[config.mk]
export PLATFORM = sky130hd
export DESIGN_NAME = kt_ctrl
export DESIGN_NICKNAME = d
export VERILOG_FILES = /design/src/rtl/kt_pkg.sv /design/src/rtl/kt_ctrl.sv
export SDC_FILE = /design/constraint.sdc
export NUM_CORES = 1
export LEC_CHECK = 0
export ABC_CLOCK_PERIOD_IN_PS = 2700
export BUFFER_PORTS_ARGS = -buffer_cell sky130_fd_sc_hd__buf_2
export CORE_AREA = 2 2 39 41
export CTS_CLUSTER_SIZE = 10
export DETAILED_ROUTE_END_ITERATION = 10
export DIE_AREA = 0 0 41 43
export PLACE_DENSITY = 0.49
export SLEW_MARGIN = 20
export SYNTH_ARGS = -nofsm -noshare
export SYNTH_HDL_FRONTEND = slang
export SYNTH_SLANG_ARGS = --single-unit
export TNS_END_PERCENT = 1
[constraint.sdc]
create_clock -name clock -period 2.7 [get_ports clock]
set_input_delay 0.27 -clock clock [delete_from_list [all_inputs] [get_ports clock]]
set_output_delay 0.27 -clock clock [all_outputs]
set_load 0.005 [all_outputs]
[src/rtl/kt_pkg.sv]
// shared constants and control types for the kendall tau-b correlator
package kt_pkg;

   localparam int MAX_SAMPLES   = 1024;
   localparam int SAMPLE_BITS   = 32;
   localparam int TAU_FRAC_BITS = 14;

   localparam int ADDR_BITS   = $clog2(MAX_SAMPLES);
   localparam int COUNT_BITS  = ADDR_BITS + 1;
   localparam int TOTAL_BITS  = 20;
   localparam int FIELD_BITS  = 19;
   localparam int TAU_BITS    = 16;
   localparam int USED_BITS   = 11;
   localparam int REQ_BITS    = 2 * SAMPLE_BITS;
   localparam int RSP_FIELDS  = 4 * FIELD_BITS + TAU_BITS + USED_BITS;
   localparam int RSP_BITS    = ((RSP_FIELDS + 7) / 8) * 8;

   localparam logic [TOTAL_BITS-1:0] COUNT_MAX = TOTAL_BITS'((1 << FIELD_BITS) - 1);

   typedef struct packed {
      logic load_item;
      logic scan_rd;
      logic drain;
      logic mark_over;
      logic tau_start;
      logic load_rsp;
   } ctrl_cmd_type;

   typedef struct packed {
      logic full;
      logic empty;
      logic scan_end;
      logic last;
      logic rsp_free;
      logic tau_done;
   } ctrl_status_type;

endpackage

[src/rtl/kt_ctrl.sv]
// controller state machine sequencing scan, store, tau and result load
module kt_ctrl (
   input  logic                     clock,
   input  logic                     reset,
   input  logic                     req_tvalid,
   input  logic                     req_tlast,
   output logic                     req_tready,
   input  kt_pkg::ctrl_status_type  status,
   output kt_pkg::ctrl_cmd_type     cmd
);

   localparam logic [2:0] S_IDLE   = 3'd0;
   localparam logic [2:0] S_SCAN   = 3'd1;
   localparam logic [2:0] S_DRAIN  = 3'd2;
   localparam logic [2:0] S_TSTART = 3'd3;
   localparam logic [2:0] S_TWAIT  = 3'd4;
   localparam logic [2:0] S_TLOAD  = 3'd5;

   logic [2:0] state_ff, state_in;
   logic       accept;

   assign req_tready = (state_ff == S_IDLE);
   assign accept     = req_tvalid & req_tready;

   always_comb begin
      state_in = state_ff;
      cmd      = '0;
      case (state_ff)
         S_IDLE: begin
            if (accept) begin
               cmd.load_item = 1'b1;
               if (status.full) begin
                  cmd.mark_over = 1'b1;
                  state_in = req_tlast ? S_TSTART : S_IDLE;
               end else if (status.empty) begin
                  state_in = S_DRAIN;
               end else begin
                  state_in = S_SCAN;
               end
            end
         end
         S_SCAN: begin
            cmd.scan_rd = 1'b1;
            if (status.scan_end) state_in = S_DRAIN;
         end
         S_DRAIN: begin
            cmd.drain = 1'b1;
            state_in  = status.last ? S_TSTART : S_IDLE;
         end
         S_TSTART: begin
            cmd.tau_start = 1'b1;
            state_in      = S_TWAIT;
         end
         S_TWAIT: begin
            if (status.tau_done) state_in = S_TLOAD;
         end
         S_TLOAD: begin
            if (status.rsp_free) begin
               cmd.load_rsp = 1'b1;
               state_in     = S_IDLE;
            end
         end
         default: state_in = S_IDLE;
      endcase
   end

   always_ff @(posedge clock) begin
      if (reset) begin
         state_ff <= S_IDLE;
      end else begin
         state_ff <= state_in;
      end
   end

endmodule

# Yosys cells after proc, flatten, opt, wreduce, memory -nomap -nowiden
# Cells that the tools add are included.
[word_totals]
wordCells = 32
ff_bits = 3
in_bits = 10
[op_classes]
n_mux = 19
n_bitwise = 1
reduce_logical = 2
n_eq_ne = 9
[op_table]
columns = ["cell", "count"]
rows = [
  ["$pmux 3 s6", 1],
  ["$mux 3", 5],
  ["$mux 1", 10],
  ["$eq 3x2->1 const B", 2],
  ["$eq 3x3->1 const B", 2],
  ["$mux 2", 3],
  ["$ne 2x2->1 const B", 3],
  ["$reduce_and 4->1", 1],
  ["$eq 3x1->1 const B", 1],
  ["$logic_not 3->1", 1],
  ["$ne 2x1->1 const B", 1],
  ["$and 1x1->1", 1],
]

# Depth between registers and ports, before layout
[depth]
depth_word = 4
mapped_depth = 4
depth_no_buf = 4

# Worst setup path before layout
# OpenSTA, ideal clock, no wires.
[synth_path]
path_type = "flip-flop to output port"
startpoint = "reg state_ff[0]"
endpoint = "out cmd[2] (netlist bit)"
arrival_time_ns = 0.859
stages_incl_launch_ff = 4
path_slack_ns = 1.571
path_buffers = 0
required_ns = 2.430
path_cell_list = "dfxtp_1 -> nand2b_2 -> nor3_1 -> and2_1"
[synth_rtl]
columns = ["item", "line_no", "source"]
rows = [
  ["start, declared", "kt_ctrl.sv:19", "logic [2:0] state_ff, state_in;"],
  ["start signal, assigned", "kt_ctrl.sv:71", "state_ff <= state_in;"],
  ["end, declared", "kt_ctrl.sv:9", "output kt_pkg::ctrl_cmd_type cmd"],
]

==> out/summary.txt <==
filler cell count in the final layout: 158
sequential fraction of the synthesis area: 0.2297
core area: 1384 um2
Pwr Total: 220.4 uW
Seq cells post-synth: 3
largest register by flop count: state_ff
vias: 290
share of cells above drive strength 1: 0.4615
internal power: 151.7 uW
Worst-path clk slew: 0.04 ns
H-tree depth: 1
die height: 43 um
Net Count, Synth: 43
Tmin final: 1.568 ns
Largest register FFs: 3
post-route insts no fill: 68
WP data arrival: 1.30 ns
RSZ-0062 raised after global routing: no
hold-fix buffer count after cts: 0
clk_skew: 0.004480 ns
number of antenna violations at the first check in global routing: 0
DP HPWL: 511.2 um
Synth area leaders: dfxtp_1 23%, nand2b_1 7.2%, and2_1 4.8%
multi-input logic area: 190.2 um2
CTS Buffer Depth: 2
Switching Fraction: 0.3120
critical path class: flip-flop to primary output
first-pass GRT wire length: 1021 um
Lkg Pwr: 0.1835 nW
row cnt: 14
pwr dens: 579.5 nW/um2
CTS buffer count: 3
gr usage total: 0.08526
Synth cell types: 22
FF-to-FF path depth: 3
Setup crit end kind: primary output
max cap viols: 0
hold depth: 3
CTS sink cnt: 3
post-synth top area cell: dfxtp_1
Clock Power Share: 0.347
area of the mapped netlist: 261.5 um2
syn_area_per_cell: 7.924 um2
cells after synthesis: 33
Ant. Diodes: 0
VDD IR max: 0.1350 mV
DRC: 0
switching power: 68.78 uW
GPL Wtd Cong: 0.6980
power share of the sequential group: 0.304
num ports: 17
remaining antenna violation count: 0
CP Launch Type: flip-flop
PortBufs: 16
crit-path max FO: 13
post-layout util: 0.2749
P&R area growth vs syn: 45.45%
TritonCTS clock tree: built
placed cells: 64
fin crit share: 0.5807
Final Hold Vio Count: 0
Starting Density: 0.1890
required time of the critical path: 2.43 ns
commonest non-fill, non-tap cell in the layout: buf_2
setup TNS: 0 ns
Slew Limit Fails: 0
YS warnings: 0
Post-CTS Repair Setup Buffers: 0
type of the worst min-delay path: input port to flip-flop
die area: 1763 um2
DRT iter0 DRCs: 4
top-area cell type share of the netlist area: 0.2297
Finish-stage setup viols: 0
post-layout net count: 63
Worst Tran Pin Value: 0.3863 ns
Largest regs: state_ff x3
register area: 60.06 um2
run status: completed
Comb pwr share: 0.348
CTS root buf: clkbuf_4
Fmax: 0.6378 GHz
PostCTS Resize Cnt: 0
vias in the first global route: 267
drt pass-1 iters: 2
via density per instance: 4.265
largest net degree at the start of global routing: 14
DR WL/cell: 9.132 um
final WL: 621 um
clock latency on the worst-skew pair: 0.23 ns
slew margin rel.: 0.7421
grt ovf: 0
Die Span X: 41 um
## metal layers
layer	vias up	track usage	part of all wire
met3	0	0.03141	0.042
met4	0	0.06000	0
met5	-	0	0
met1	126	0.1218	0.50
met2	9	0.1000	0.45
li1	155	-	-
## cell usage after synthesis
cell type / n
nand2b_1: 3
a32oi_1: 1
nand3_1: 1
nor2_1: 3
nor3_1: 2
buf_4: 1
a22oi_1: 1
dfxtp_1: 3
nand2b_2: 1
o21ba_2: 1
a21oi_2: 1
nor3b_2: 1
and3b_2: 1
or2b_1: 1
mux2i_1: 1
and2_1: 2
o211ai_1: 1
nand3b_1: 1
o21ai_0: 2
nand2_1: 3
and4bb_1: 1
inv_1: 1
## through the flow
| stage | hold WS (ns) | setup slack, ns | area [um2] |
|---|---|---|---|
| finish | 0.3449 | 1.132 | 380.4 |
| floorplan | 0.4433 | 1.571 | 261.5 |
| global route | 0.3443 | 0.9834 | 380.4 |
| detailed placement | 0.5784 | 1.367 | 354.1 |
| CTS | 0.3396 | 1.119 | 380.4 |
| global placement | 0.5759 | 1.389 | 354.1 |
## power by group through the flow
stage	Clock, mW	Combinational (mW)	Sequential [mW]
after floorplan	0	0.0583	0.0585
after global placement	0	0.0782	0.0676
after CTS	0.0799	0.0782	0.0668
after global routing	0.0886	0.0869	0.0693
final	0.0766	0.0768	0.0670
after detailed placement	0	0.0779	0.0677
## cells by family after synthesis
logic type | Yosys count | synth area share
mux | 1 | 0.03828
flops | 3 | 0.2297
buf+inv | 2 | 0.04306
compound gates | 7 | 0.2010
simple gates | 20 | 0.4880
## area by class of cell
type	count	area share
Tap cell	16	0.05263
Multi-Input combinational cell	28	0.5000
Timing Repair Buffer	16	0.2105
Clock buffer	4	0.06908
Sequential cell	3	0.1579
Inverter	1	0.009868
## path summary, 6_finish.rpt
kind | slack, ns | end | from
max | 1.13 | cmd[2] | state_ff[0]$_SDFFE_PP0P_
min | 0.34 | state_ff[0]$_SDFFE_PP0P_ | reset
max reg2reg | 1.49 | state_ff[0]$_SDFFE_PP0P_ | state_ff[0]$_SDFFE_PP0P_
min reg2reg | 0.67 | state_ff[1]$_SDFFE_PP0P_ | state_ff[2]$_SDFFE_PP0P_
## critical path: stages (launching register included)
cell and delay (ns):
dfxtp_1 0.54, nand2b_2 0.20, nor3_1 0.05, and2_1 0.16, buf_2 0.12
Note: power is estimated with default switching activity, not from simulation.
